File: src/goto_turn_and_advance_planner_assert.svh
// Assertion macros used by the planner top module.
`ifndef GOTO_TURN_AND_ADVANCE_PLANNER_ASSERT_SVH
`define GOTO_TURN_AND_ADVANCE_PLANNER_ASSERT_SVH

// same-cycle implication
`define GTAP_ASSERT_NOW(label, ante, cons) \
  label: assert property (@(posedge clk) disable iff (rst) (ante) |-> (cons)) \
    else $error("planner check failed");

// next-cycle implication
`define GTAP_ASSERT_NEXT(label, ante, cons) \
  label: assert property (@(posedge clk) disable iff (rst) (ante) |=> (cons)) \
    else $error("planner check failed");

`endif

File: src/gtap_pkg.sv
package gtap_pkg;

  localparam int COORD_WIDTH     = 24;
  localparam int ANGLE_FRAC_BITS = 16;
  localparam int CORDIC_STAGES   = 20;

  localparam int HEADING_W = 19;
  localparam int SPEED_W   = 16;
  localparam int CFG_W     = 16;
  localparam int TURN_W    = 19;
  localparam int DIST_W    = 25;

  localparam int CFRAC = 8;                          // fraction bits of the offsets
  localparam int XW    = COORD_WIDTH + CFRAC + 4;    // x/y datapath, room for gain
  localparam int ZW    = 34;                         // Q30 angle accumulator
  localparam int SH    = 30 - ANGLE_FRAC_BITS;
  localparam int BW    = ZW - SH;                    // bearing width
  localparam int DW    = BW + 2;                     // turn angle before saturation

  localparam longint HALF_PI_Q30 = 64'd1686629713;
  localparam longint PI_Q = (64'd3373259426 + (64'd1 << (SH - 1))) >> SH;

  localparam int GAIN_W    = 20;
  localparam int INV_GAIN  = 636751;                 // 1/K in Q20
  localparam int XU        = XW - 1;                 // magnitude bits of x
  localparam int LO_W      = (XU + 1) / 2;
  localparam int HI_W      = XU - LO_W;
  localparam int P_LO_W    = LO_W + GAIN_W;
  localparam int P_HI_W    = HI_W + GAIN_W;
  localparam int SCALED_W  = XU + GAIN_W;
  localparam int DIST_FRAC = CFRAC + GAIN_W;

  localparam logic [31:0] ATAN_Q30 [32] = '{
    32'h3243F6A8, 32'h1DAC6705, 32'h0FADBAFC, 32'h07F56EA6, 32'h03FEAB76, 32'h01FFD55B,
    32'h00FFFAAA, 32'h007FFF55, 32'h003FFFEA, 32'h001FFFFD, 32'h000FFFFF, 32'h0007FFFF,
    32'h0003FFFF, 32'h0001FFFF, 32'h0000FFFF, 32'h00007FFF, 32'h00003FFF, 32'h00001FFF,
    32'h00000FFF, 32'h000007FF, 32'h000003FF, 32'h000001FF, 32'h000000FF, 32'h0000007F,
    32'h0000003F, 32'h0000001F, 32'h0000000F, 32'h00000008, 32'h00000004, 32'h00000002,
    32'h00000001, 32'h00000000
  };

  typedef enum logic [1:0] {
    DIR_ADVANCE = 2'd0,
    DIR_CCW     = 2'd1,
    DIR_CW      = 2'd2
  } dir_t;

  typedef enum logic {
    REG_TURN_DEADBAND = 1'b0,
    REG_MIN_DISTANCE  = 1'b1
  } reg_idx_t;

  typedef struct packed {
    logic                        valid;
    logic                        zero;
    logic signed [XW-1:0]        x;
    logic signed [XW-1:0]        y;
    logic signed [ZW-1:0]        z;
    logic signed [HEADING_W-1:0] heading;
    logic [SPEED_W-1:0]          speed;
  } vec_t;

  typedef struct packed {
    logic                     valid;
    logic                     do_turn;
    logic                     do_adv;
    dir_t                     dir;
    logic signed [TURN_W-1:0] angle;
    logic [DIST_W-1:0]        travel;
    logic [SPEED_W-1:0]       speed;
  } plan_t;

endpackage

File: src/gtap_post.sv
module gtap_post (
  input  logic                      clk,
  input  logic                      rst,
  input  logic                      en,
  input  gtap_pkg::vec_t            din,
  input  logic [gtap_pkg::CFG_W-1:0] turn_deadband,
  input  logic [gtap_pkg::CFG_W-1:0] min_distance_half_mm,
  output gtap_pkg::plan_t           dout
);

  localparam logic signed [gtap_pkg::DW-1:0] PI_D = gtap_pkg::DW'(gtap_pkg::PI_Q);
  localparam logic signed [gtap_pkg::DW-1:0] TURN_MAX =
    gtap_pkg::DW'((64'd1 << (gtap_pkg::TURN_W - 1)) - 64'd1);
  localparam logic signed [gtap_pkg::DW-1:0] TURN_MIN = -TURN_MAX - 1;

  // stage C: bearing rounding, gain partial products
  logic                                 c_valid;
  logic signed [gtap_pkg::BW-1:0]        c_bearing;
  logic signed [gtap_pkg::HEADING_W-1:0] c_heading;
  logic [gtap_pkg::SPEED_W-1:0]          c_speed;
  logic [gtap_pkg::P_LO_W-1:0]           c_plo;
  logic [gtap_pkg::P_HI_W-1:0]           c_phi;

  logic signed [gtap_pkg::ZW-1:0] zr;
  logic [gtap_pkg::XU-1:0]        xu;

  assign zr = din.z + gtap_pkg::ZW'(64'd1 << (gtap_pkg::SH - 1));
  assign xu = din.x[gtap_pkg::XU-1:0];

  always_ff @(posedge clk) begin
    if (rst) begin
      c_valid <= 1'b0;
    end else if (en) begin
      c_valid <= din.valid;
    end
  end

  always_ff @(posedge clk) begin
    if (en) begin
      c_bearing <= din.zero ? '0 : zr[gtap_pkg::ZW-1:gtap_pkg::SH];
      c_heading <= din.heading;
      c_speed   <= din.speed;
      c_plo     <= gtap_pkg::P_LO_W'(xu[gtap_pkg::LO_W-1:0]) *
                   gtap_pkg::P_LO_W'(gtap_pkg::INV_GAIN);
      c_phi     <= gtap_pkg::P_HI_W'(xu[gtap_pkg::XU-1:gtap_pkg::LO_W]) *
                   gtap_pkg::P_HI_W'(gtap_pkg::INV_GAIN);
    end
  end

  // stage D: turn angle with one wrap, product sum
  logic                            d_valid;
  logic signed [gtap_pkg::DW-1:0]  d_delta;
  logic [gtap_pkg::SPEED_W-1:0]    d_speed;
  logic [gtap_pkg::SCALED_W-1:0]   d_scaled;

  logic signed [gtap_pkg::DW-1:0] delta;

  assign delta = gtap_pkg::DW'(c_bearing) - gtap_pkg::DW'(c_heading);

  always_ff @(posedge clk) begin
    if (rst) begin
      d_valid <= 1'b0;
    end else if (en) begin
      d_valid <= c_valid;
    end
  end

  always_ff @(posedge clk) begin
    if (en) begin
      if (delta > PI_D) begin
        d_delta <= delta - (PI_D <<< 1);
      end else if (delta < -PI_D) begin
        d_delta <= delta + (PI_D <<< 1);
      end else begin
        d_delta <= delta;
      end
      d_speed  <= c_speed;
      d_scaled <= {c_phi, {gtap_pkg::LO_W{1'b0}}} + gtap_pkg::SCALED_W'(c_plo);
    end
  end

  // stage E: saturate, move decisions
  logic signed [gtap_pkg::DW-1:0] sat;
  logic [gtap_pkg::DW-1:0]        mag;
  logic [gtap_pkg::SCALED_W-gtap_pkg::DIST_FRAC-1:0] dist_full;
  logic [gtap_pkg::SCALED_W-1:0]  adv_thresh;
  gtap_pkg::plan_t                nxt;

  assign dist_full  = d_scaled[gtap_pkg::SCALED_W-1:gtap_pkg::DIST_FRAC];
  assign adv_thresh = gtap_pkg::SCALED_W'(min_distance_half_mm) << (gtap_pkg::DIST_FRAC - 1);

  always_comb begin
    if (d_delta > TURN_MAX) begin
      sat = TURN_MAX;
    end else if (d_delta < TURN_MIN) begin
      sat = TURN_MIN;
    end else begin
      sat = d_delta;
    end
    mag         = sat[gtap_pkg::DW-1] ? gtap_pkg::DW'(-sat) : gtap_pkg::DW'(sat);
    nxt.valid   = d_valid;
    nxt.do_turn = mag > gtap_pkg::DW'(turn_deadband);
    nxt.do_adv  = d_scaled > adv_thresh;
    nxt.dir     = sat[gtap_pkg::DW-1] ? gtap_pkg::DIR_CW : gtap_pkg::DIR_CCW;
    nxt.angle   = sat[gtap_pkg::TURN_W-1:0];
    if (dist_full > (gtap_pkg::SCALED_W - gtap_pkg::DIST_FRAC)'(
          (64'd1 << gtap_pkg::DIST_W) - 64'd1)) begin
      nxt.travel = '1;
    end else begin
      nxt.travel = dist_full[gtap_pkg::DIST_W-1:0];
    end
    nxt.speed = d_speed;
  end

  always_ff @(posedge clk) begin
    if (rst) begin
      dout.valid <= 1'b0;
    end else if (en) begin
      dout <= nxt;
    end
  end

endmodule
File: config.mk
export PLATFORM = sky130hd
export DESIGN_NAME = gtap_post
export DESIGN_NICKNAME = d
export VERILOG_FILES = /design/src/goto_turn_and_advance_planner_assert.svh /design/src/gtap_pkg.sv /design/src/gtap_post.sv
export SDC_FILE = /design/constraint.sdc
export NUM_CORES = 1
export LEC_CHECK = 0
export BUFFER_PORTS_ARGS = -buffer_cell sky130_fd_sc_hd__buf_2
export CAP_MARGIN = 15
export CORE_ASPECT_RATIO = 1.2
export CORE_MARGIN = 8
export CORE_UTILIZATION = 55
export DETAILED_ROUTE_END_ITERATION = 8
export HOLD_SLACK_MARGIN = 0.03
export PLACE_DENSITY = 0.85
export SLEW_MARGIN = 25
export SYNTH_ARGS = -nofsm -noshare
export SYNTH_HDL_FRONTEND = slang
export SYNTH_SLANG_ARGS = --single-unit
File: constraint.sdc
create_clock -name clk -period 9.4 [get_ports clk]
set_input_delay 2.35 -clock clk [delete_from_list [all_inputs] [get_ports clk]]
set_output_delay 2.35 -clock clk [all_outputs]
set_load 0.02 [all_outputs]
* Word level (Yosys, flattened, before mapping)
Cells that the tools add are included.
** Storage, ports and cells
- Flip-flop bits (word level) :: 290
- Bits of input ports :: 178
- Output and inout bits :: 65
** Cells by class
- Add/sub/neg operators :: 6
- $mul :: 2
- $lt $le $gt $ge :: 7
- Mux-type cells :: 6
- Bitwise gates (word level) :: 1
- Reduce and logical (&&, ||, !) cells :: 1
** Operators with widths (count)
- 22-bit 2-to-1 mux :: 5
- 55-bit by 38-bit adder with 55-bit output :: 1
- 55-bit by 43-bit greater-than comparator with 1-bit output :: 1
- 18-bit by 20-bit multiplier with 38-bit output (second input constant) :: 1
- 17-bit by 20-bit multiplier with 37-bit output (second input constant) :: 1
- 34-bit by 14-bit adder with 34-bit output (second input constant) :: 1
- 27-bit by 25-bit greater-than comparator with 1-bit output (second input constant) :: 1
- 21-bit by 20-bit adder with 22-bit output (second input constant) :: 1
- 22-bit by 16-bit greater-than comparator with 1-bit output :: 1
- 22-bit by 19-bit greater-than comparator with 1-bit output (second input constant) :: 1
- 22-bit by 19-bit less-than comparator with 1-bit output (second input constant) :: 1
- 22-bit negator :: 1
- 21-bit by 20-bit subtractor with 22-bit output (second input constant) :: 1
- 21-bit by 19-bit greater-than comparator with 1-bit output (second input constant) :: 1
- 21-bit by 19-bit less-than comparator with 1-bit output (second input constant) :: 1
- 20-bit by 19-bit subtractor with 21-bit output :: 1
- 2-bit 2-to-1 mux :: 1
- 2-bit AND reduction :: 1
- 1-bit inverter :: 1

* Depth between registers and ports, before layout
Gate-level depths: netlist (run 1).
- Depth after elaboration :: 6
- Depth in mapped cells :: 24
- Gate-level depth less buffers :: 24

* Worst setup path before layout (run 1)
OpenSTA, ideal clock, no wires.
- Kind :: in2reg
- From :: input din[111] (netlist name)
- To :: register c_plo[37] (netlist name) (data pin)
- Data arrival time :: 8.011 ns
- Path slack :: 1.132 ns
- Stages :: 21
- Path buffers :: 0
- Cells stage by stage :: fa_1 -> inv_1 -> fa_1 -> fa_1 -> inv_1 -> fa_1 -> fa_1 -> inv_1 -> fa_1 -> inv_1 -> ha_1 -> and3_1 -> a221oi_1 -> a2111o_1 -> a211oi_1 -> a211oi_1 -> a21oi_1 -> a311oi_1 -> o21ai_0 -> a21oi_1 -> xnor2_1
** On the way
- Longest elaborated chain between the ends :: 1
** RTL lines
- start, declared :: RTL line gtap_post.sv:5 : input gtap_pkg::vec_t din,
- 18-bit by 20-bit multiplier with 38-bit output :: RTL line gtap_post.sv:43 : c_plo <= gtap_pkg::P_LO_W'(xu[gtap_pkg::LO_W-1:0]) *
- end signal, assigned :: RTL line gtap_post.sv:43
- end, declared :: RTL line gtap_post.sv:21 : logic [gtap_pkg::P_LO_W-1:0] c_plo;
Every way passes these cells.
A chain may end at the register's enable or synchronous reset.

* Final worst setup path (run 1)
Ends and elaborated chain as after synthesis.

==> results.json, run 1 <==
{
  "outcome": "finished clean",
  "synth-async-reset-ratio": 0,
  "io_buffers": 192,
  "synth_edf_count": 287,
  "die_y_um": 261,
  "cts_setup_buffers": 0,
  "setup_viol": 0,
  "grt_pass1_wl_um": 101000,
  "synth_most_common_cell": "inv_1",
  "synth-main-ff-cell": "edfxtp_1",
  "path_clk_slew_ns": 0.07,
  "finalHoldViolCount": 0,
  "start_util": 0.552,
  "die_x_um": 221,
  "cts_tree": "done",
  "path_max_fanout": 6,
  "gp_congestion": 0.953,
  "final_core_util": 0.604,
  "yosys-top-cells-count": "inv_1 (577), ha_1 (361), fa_1 (289)",
  "nets": 3557,
  "grt_max_degree": 85,
  "synthToLayoutAreaGrowth_pct": 9.31,
  "yosys_warnings": 0,
  "ys_types": 89,
  "min_path_type": "flop to flop",
  "hpwl_um": 53500,
  "required_ns": 9.73,
  "worst_setup_path_start_kind": "input port",
  "nFillCells": 3970,
  "tns_ns": 0,
  "drt_iter0_drc": 1248,
  "grt_use_total": 0.222,
  "synth_fp_nets": 3361,
  "wl_per_cell_um": 18.7,
  "yosysSeqAreaShare": 0.314,
  "max_freq_mhz": 115,
  "via_count": 18562,
  "antenna_found_initial": 4,
  "rows": 90,
  "cts_root_buf": "clkbuf_16",
  "grt_pass1_vias": 19878,
  "fin_skew_ns": 0.0143,
  "drc": 0,
  "slew_headroom": 0.358,
  "overflow": 0,
  "core_area_um2": 50000,
  "ant_nets": 0,
  "syn_inst": 2533,
  "insertion_delay_ns": 0.55,
  "synth_area_leaders": "edfxtp_1 (31%), fa_1 (21%), ha_1 (16%)",
  "routed_wl_um": 63500,
  "cp.arrival_ns": 9.05,
  "multi_input_area_um2": 16600,
  "critPathKind": "input port to flop",
  "regArea_um2": 8680,
  "numCtsBuffers": 26,
  "yosysTopAreaCellShare": 0.312,
  "avgSynthCellArea_um2": 10.9,
  "yosysTopAreaCell": "edfxtp_1",
  "ys_seq_elements": 290,
  "clockBufferDepth": 3,
  "drive_gt1_frac": 0.101,
  "slew_viol_final": 0,
  "worst_pin_slew_ns": 0.963,
  "finalCritPeriodShare": 0.927,
  "cts_resized": 0,
  "clock_sinks": 290,
  "period_needed_ns": 8.72,
  "die-area_um2": 57700,
  "mappedNetlistArea_um2": 27600,
  "maxCapViolations": 0,
  "rsz0062_at_grt": "no",
  "viasPerCell": 5.47,
  "cts_htree_levels": 1,
  "endpoint_kind": "flop",
  "io_pins": 243,
  "drt_first_pass_iters": 8,
  "cts_hold_buf": 0
}
layer usage:
metal | share of wire | global-route usage
met4 | 0.035 | 0.0820
met3 | 0.043 | 0.0200
met1 | 0.40 | 0.260
met2 | 0.52 | 0.415
met5 | 0.00031 | 0
state kept, by name, indices dropped and copies added (netlist names):
register,count
d_scaled,55
c_speed,16
c_heading,19
c_bearing,20
d_valid,1
d_speed,16
c_plo,38
c_valid,1
d_delta,22
c_phi,37
dout,65
area by class of cell:
cell class | count | area share
repair buffers | 196 | 0.0332
flip-flops and latches | 290 | 0.287
diodes | 4 | 0.000332
inverters | 579 | 0.0720
clock buffers | 28 | 0.0218
clock inverters | 18 | 0.00734
well taps | 644 | 0.0267
multi-input cells | 1636 | 0.551
through the flow:
step	std cells	setup slack, ns	cell area, um2	hold WS, ns
after floorplan	2533	1.13	27600	0.400
after global placement	3345	0.249	29300	0.402
after detailed placement	3345	0.229	29300	0.405
after CTS	3391	0.785	30200	0.415
after global routing	3393	0.272	30200	0.421
final	3395	0.685	30200	0.415
cells by family after synthesis:
family	count (synthesis)	synth area share
XOR/XNOR	163	0.0522
adder cells (fa/ha/maj)	650	0.373
AO/OA/AOI/OAI	393	0.0965
buffers and inverters	607	0.0835
multiplexers	7	0.00263
AND/OR/NAND/NOR	423	0.0778
flip-flops	290	0.314
critical path, cell delays in order:
cell and delay [ns]:
buf_2 0.17, fa_1 0.54, inv_1 0.09, fa_1 0.54, fa_1 0.51, inv_1 0.05
fa_1 0.46, fa_1 0.54, inv_1 0.06, fa_1 0.53, inv_1 0.04, ha_1 0.33
and3_1 0.19, a221oi_1 0.55, a2111o_1 0.30, a211oi_1 0.12, a211oi_1 0.33, a21oi_1 0.21
a311oi_1 0.53, o21ai_0 0.18, a21oi_1 0.20, xnor2_1 0.23
worst paths after layout:
path / from / to / slack, ns / cells past startpoint
worst min register to register: c_speed[13] / d_speed[13] / 0.41 / 0
worst min-delay path: c_speed[13] / d_speed[13] / 0.41 / 0
worst max register to register: d_delta[18] / dout[63] / 3.82 / 16
worst max-delay path: din[111] / c_plo[37] / 0.68 / 22
cell usage in the layout, fill, tap and decap left out, drive strengths merged, types with 5 or more instances in the layout:
cell       n
a2111oi    6
a211oi    12
a21o      51
a21oi    111
a31oi     12
and2      10
and3      24
buf      196
clkbuf    28
clkinv    12
edfxtp   287
fa       289
ha       361
inv      581
mux2i      5
nand2     86
nand2b    16
nand3     29
nand4     18
nor2     114
nor2b     24
nor3      21
nor4      14
o2111ai    5
o211ai    12
o21a      21
o21ai     78
o21bai    13
o22ai     11
o31ai      8
or2       16
or3       34
xnor2    105
xor2      58
Power of run 1 is left out: the tool's default activity adds up to more than one toggle a clock period on the data nets, which glitch-free logic cannot reach.
==> run 2, diff against run 1 <==
--- a/config.mk
+++ b/config.mk
@@ -5,6 +5,7 @@
 export SDC_FILE = /design/constraint.sdc
 export NUM_CORES = 1
 export LEC_CHECK = 0
+export ABC_AREA = 1
 export BUFFER_PORTS_ARGS = -buffer_cell sky130_fd_sc_hd__buf_2
 export CAP_MARGIN = 15
 export CORE_ASPECT_RATIO = 1.2
==> run 2 against run 1 <==
Compared with the run above:
- flip-flop and latch count did not move
- final area rose by 5.1%
- synthesized area rose by 5.0%
- critical path type unchanged
- setup slack improved by 1.1 ns
==> results.json, run 2 <==
{
  "outcome": "finished clean",
  "synth_edf_count": 287,
  "synth-simple-area-share": 0.145,
  "synth-xor-area-share": 0.0411,
  "routed_wl_um": 64600,
  "r2r_cells": 22,
  "die_x_um": 226,
  "grt_max_degree": 76,
  "crit_top_cell": "inv_1",
  "drt_first_pass_iters": 5,
  "synth_top_family_by_area": "adder cells",
  "layout_commonest_cell": "inv_1",
  "slew_viol_final": 0,
  "setup_viol": 0,
  "synthToLayoutAreaGrowth_pct": 9.46,
  "hpwl_um": 54900,
  "synth_fp_nets": 3933,
  "crit_start": "din[129]",
  "hold_depth": 0,
  "tns_ns": 0,
  "ys_types": 49,
  "core_area_um2": 52400,
  "cts_hold_buf": 0,
  "io_buffers": 192,
  "path_clk_slew_ns": 0.06,
  "max_freq_mhz": 132,
  "finalHoldViolCount": 0,
  "wl_per_cell_um": 16.0,
  "cp_slowest_cell": "a21boi_0",
  "via_count": 20889,
  "cts_setup_buffers": 0,
  "gp_congestion": 0.993,
  "fin_skew_ns": 0.0270,
  "reg.largest.list": "dout: 65 flops, d_scaled: 55 flops, c_plo: 38 flops",
  "drc": 0,
  "drive_gt1_frac": 0.0997,
  "yosysTopAreaCellShare": 0.297,
  "worstHoldStart": "c_plo[10]",
  "min_path_type": "flop to flop",
  "synth_compound_area_frac": 0.0574,
  "synth-async-reset-ratio": 0,
  "yosys-top-cells-count": "inv_1 (736), nand2_1 (511), ha_1 (361)",
  "syn_inst": 3105,
  "reg2reg_from": "d_delta[20]",
  "final_cells": 4040,
  "cts_root_buf": "clkbuf_16",
  "synth_most_common_cell": "inv_1",
  "overflow": 0,
  "drt_iter0_drc": 1023,
  "period_needed_ns": 7.57,
  "mappedNetlistArea_um2": 29000,
  "largest_reg_flops": 65,
  "ant_nets": 0,
  "critPathKind": "input port to flop",
  "place_inst": 3985,
  "slew_headroom": 0.320,
  "path_max_fanout": 6,
  "required_ns": 9.73,
  "grt_pass1_wl_um": 105000,
  "io_pins": 243,
  "worst_pin_slew_ns": 1.02,
  "cp.arrival_ns": 7.90,
  "maxCapViolations": 0,
  "grt_use_total": 0.215,
  "insertion_delay_ns": 0.58,
  "cpPeakStageDelay_ns": 0.57,
  "nets": 4138,
  "viasPerCell": 5.17,
  "yosysTopAreaCell": "edfxtp_1",
  "top_register": "dout",
  "die-area_um2": 60400,
  "start_util": 0.554,
  "grt_pass1_vias": 21530,
  "endpoint_kind": "flop",
  "die_y_um": 268,
  "yosysSeqAreaShare": 0.299,
  "rsz0062_at_grt": "no",
  "rows": 92,
  "synth-adder-area-share": 0.355,
  "path_cells": "buf_2 > ha_1 > inv_1 > fa_1 > fa_1 > inv_1 > fa_1 > fa_1 > inv_1 > fa_1 > inv_1 > ha_1 > a21oi_1 > inv_1 > a31oi_1 > a21boi_0 > inv_1 > nand2_1 > nand2_1 > a21boi_0 > o21ai_0 > xor2_1",
  "ys_seq_elements": 290,
  "muxShareOfSynthArea": 0,
  "cts_tree": "done",
  "worst_setup_path_start_kind": "input port",
  "synth_area_leaders": "edfxtp_1 (30%), fa_1 (20%), ha_1 (16%)",
  "cts_htree_levels": 1,
  "numCtsBuffers": 28,
  "mostFrequentLayoutCells": "inv_1 (736), nand2_1 (511), ha_1 (361)",
  "avgSynthCellArea_um2": 9.34,
  "synth-main-ff-cell": "edfxtp_1",
  "cts_resized": 0,
  "clock_sinks": 290,
  "antenna_found_initial": 3,
  "finalCritPeriodShare": 0.806,
  "clockBufferDepth": 3,
  "yosys_warnings": 0
}
==> run 2: cell types whose count changed in the layout (fill, tap and decap cells not counted), sizes merged, moves of 37 or more <==
cell	change
xnor2	-64
inv	+170
nand3	+105
a21oi	+41
xor2	+37
nand2	+455
a21o	-39
nor2	+57
==> run 2: cell type report <==
cell class                 instances  area, um2
tap                              705        882
timing repair buffer             196       1000
fill                            4287      20600
multi-input combinational       2043      17400
sequential                       290       8680
clock buffer                      31        712
clock inverter                    20        262
antenna                            4       10.0
inverter                         751       2820
==> run 2: cell families after synthesis <==
| group | after synthesis |
|---|---|
| fa+ha+maj | 650 |
| xor+xnor | 136 |
| flops | 290 |
| compound gates | 296 |
| buf+inv | 772 |
| simple gates | 961 |
==> run 2: final timing paths <==
kind                   to  slack, ns
min          d_scaled[10]       0.41
min reg2reg  d_scaled[10]       0.41
max reg2reg      dout[63]       4.84
max             c_phi[27]       1.83
==> run 2: routing by layer <==
metal  track usage  vias to the layer above  share of wire
li1              -                    10320              -
met1         0.240                     9865           0.39
met5             0                        -        0.00025
met4        0.0825                        2          0.037
met2         0.413                      559           0.53
met3        0.0217                      143          0.044
==> run 2: per-stage QoR <==
step | hold WS, ns | cell area (um2) | util | setup slack, ns
2_1_floorplan | 0.400 | 29000 | - | 2.01
3_3_place_gp | 0.401 | 30800 | 0.587 | 1.40
3_5_place_dp | 0.405 | 30800 | 0.587 | 1.37
4_1_cts | 0.411 | 31700 | 0.606 | 1.97
5_1_grt | 0.421 | 31700 | 0.606 | 1.65
6_report | 0.410 | 31700 | 0.606 | 1.83
==> run 2: critical path, delay by kind of cell <==
kind / cells / cell delay [ns]
fa+ha+maj: 7 / 3.17
compound gates: 5 / 1.33
xor+xnor: 1 / 0.16
buf+inv: 7 / 0.74
simple gates: 2 / 0.15
Power of run 2 is left out for the same reason.
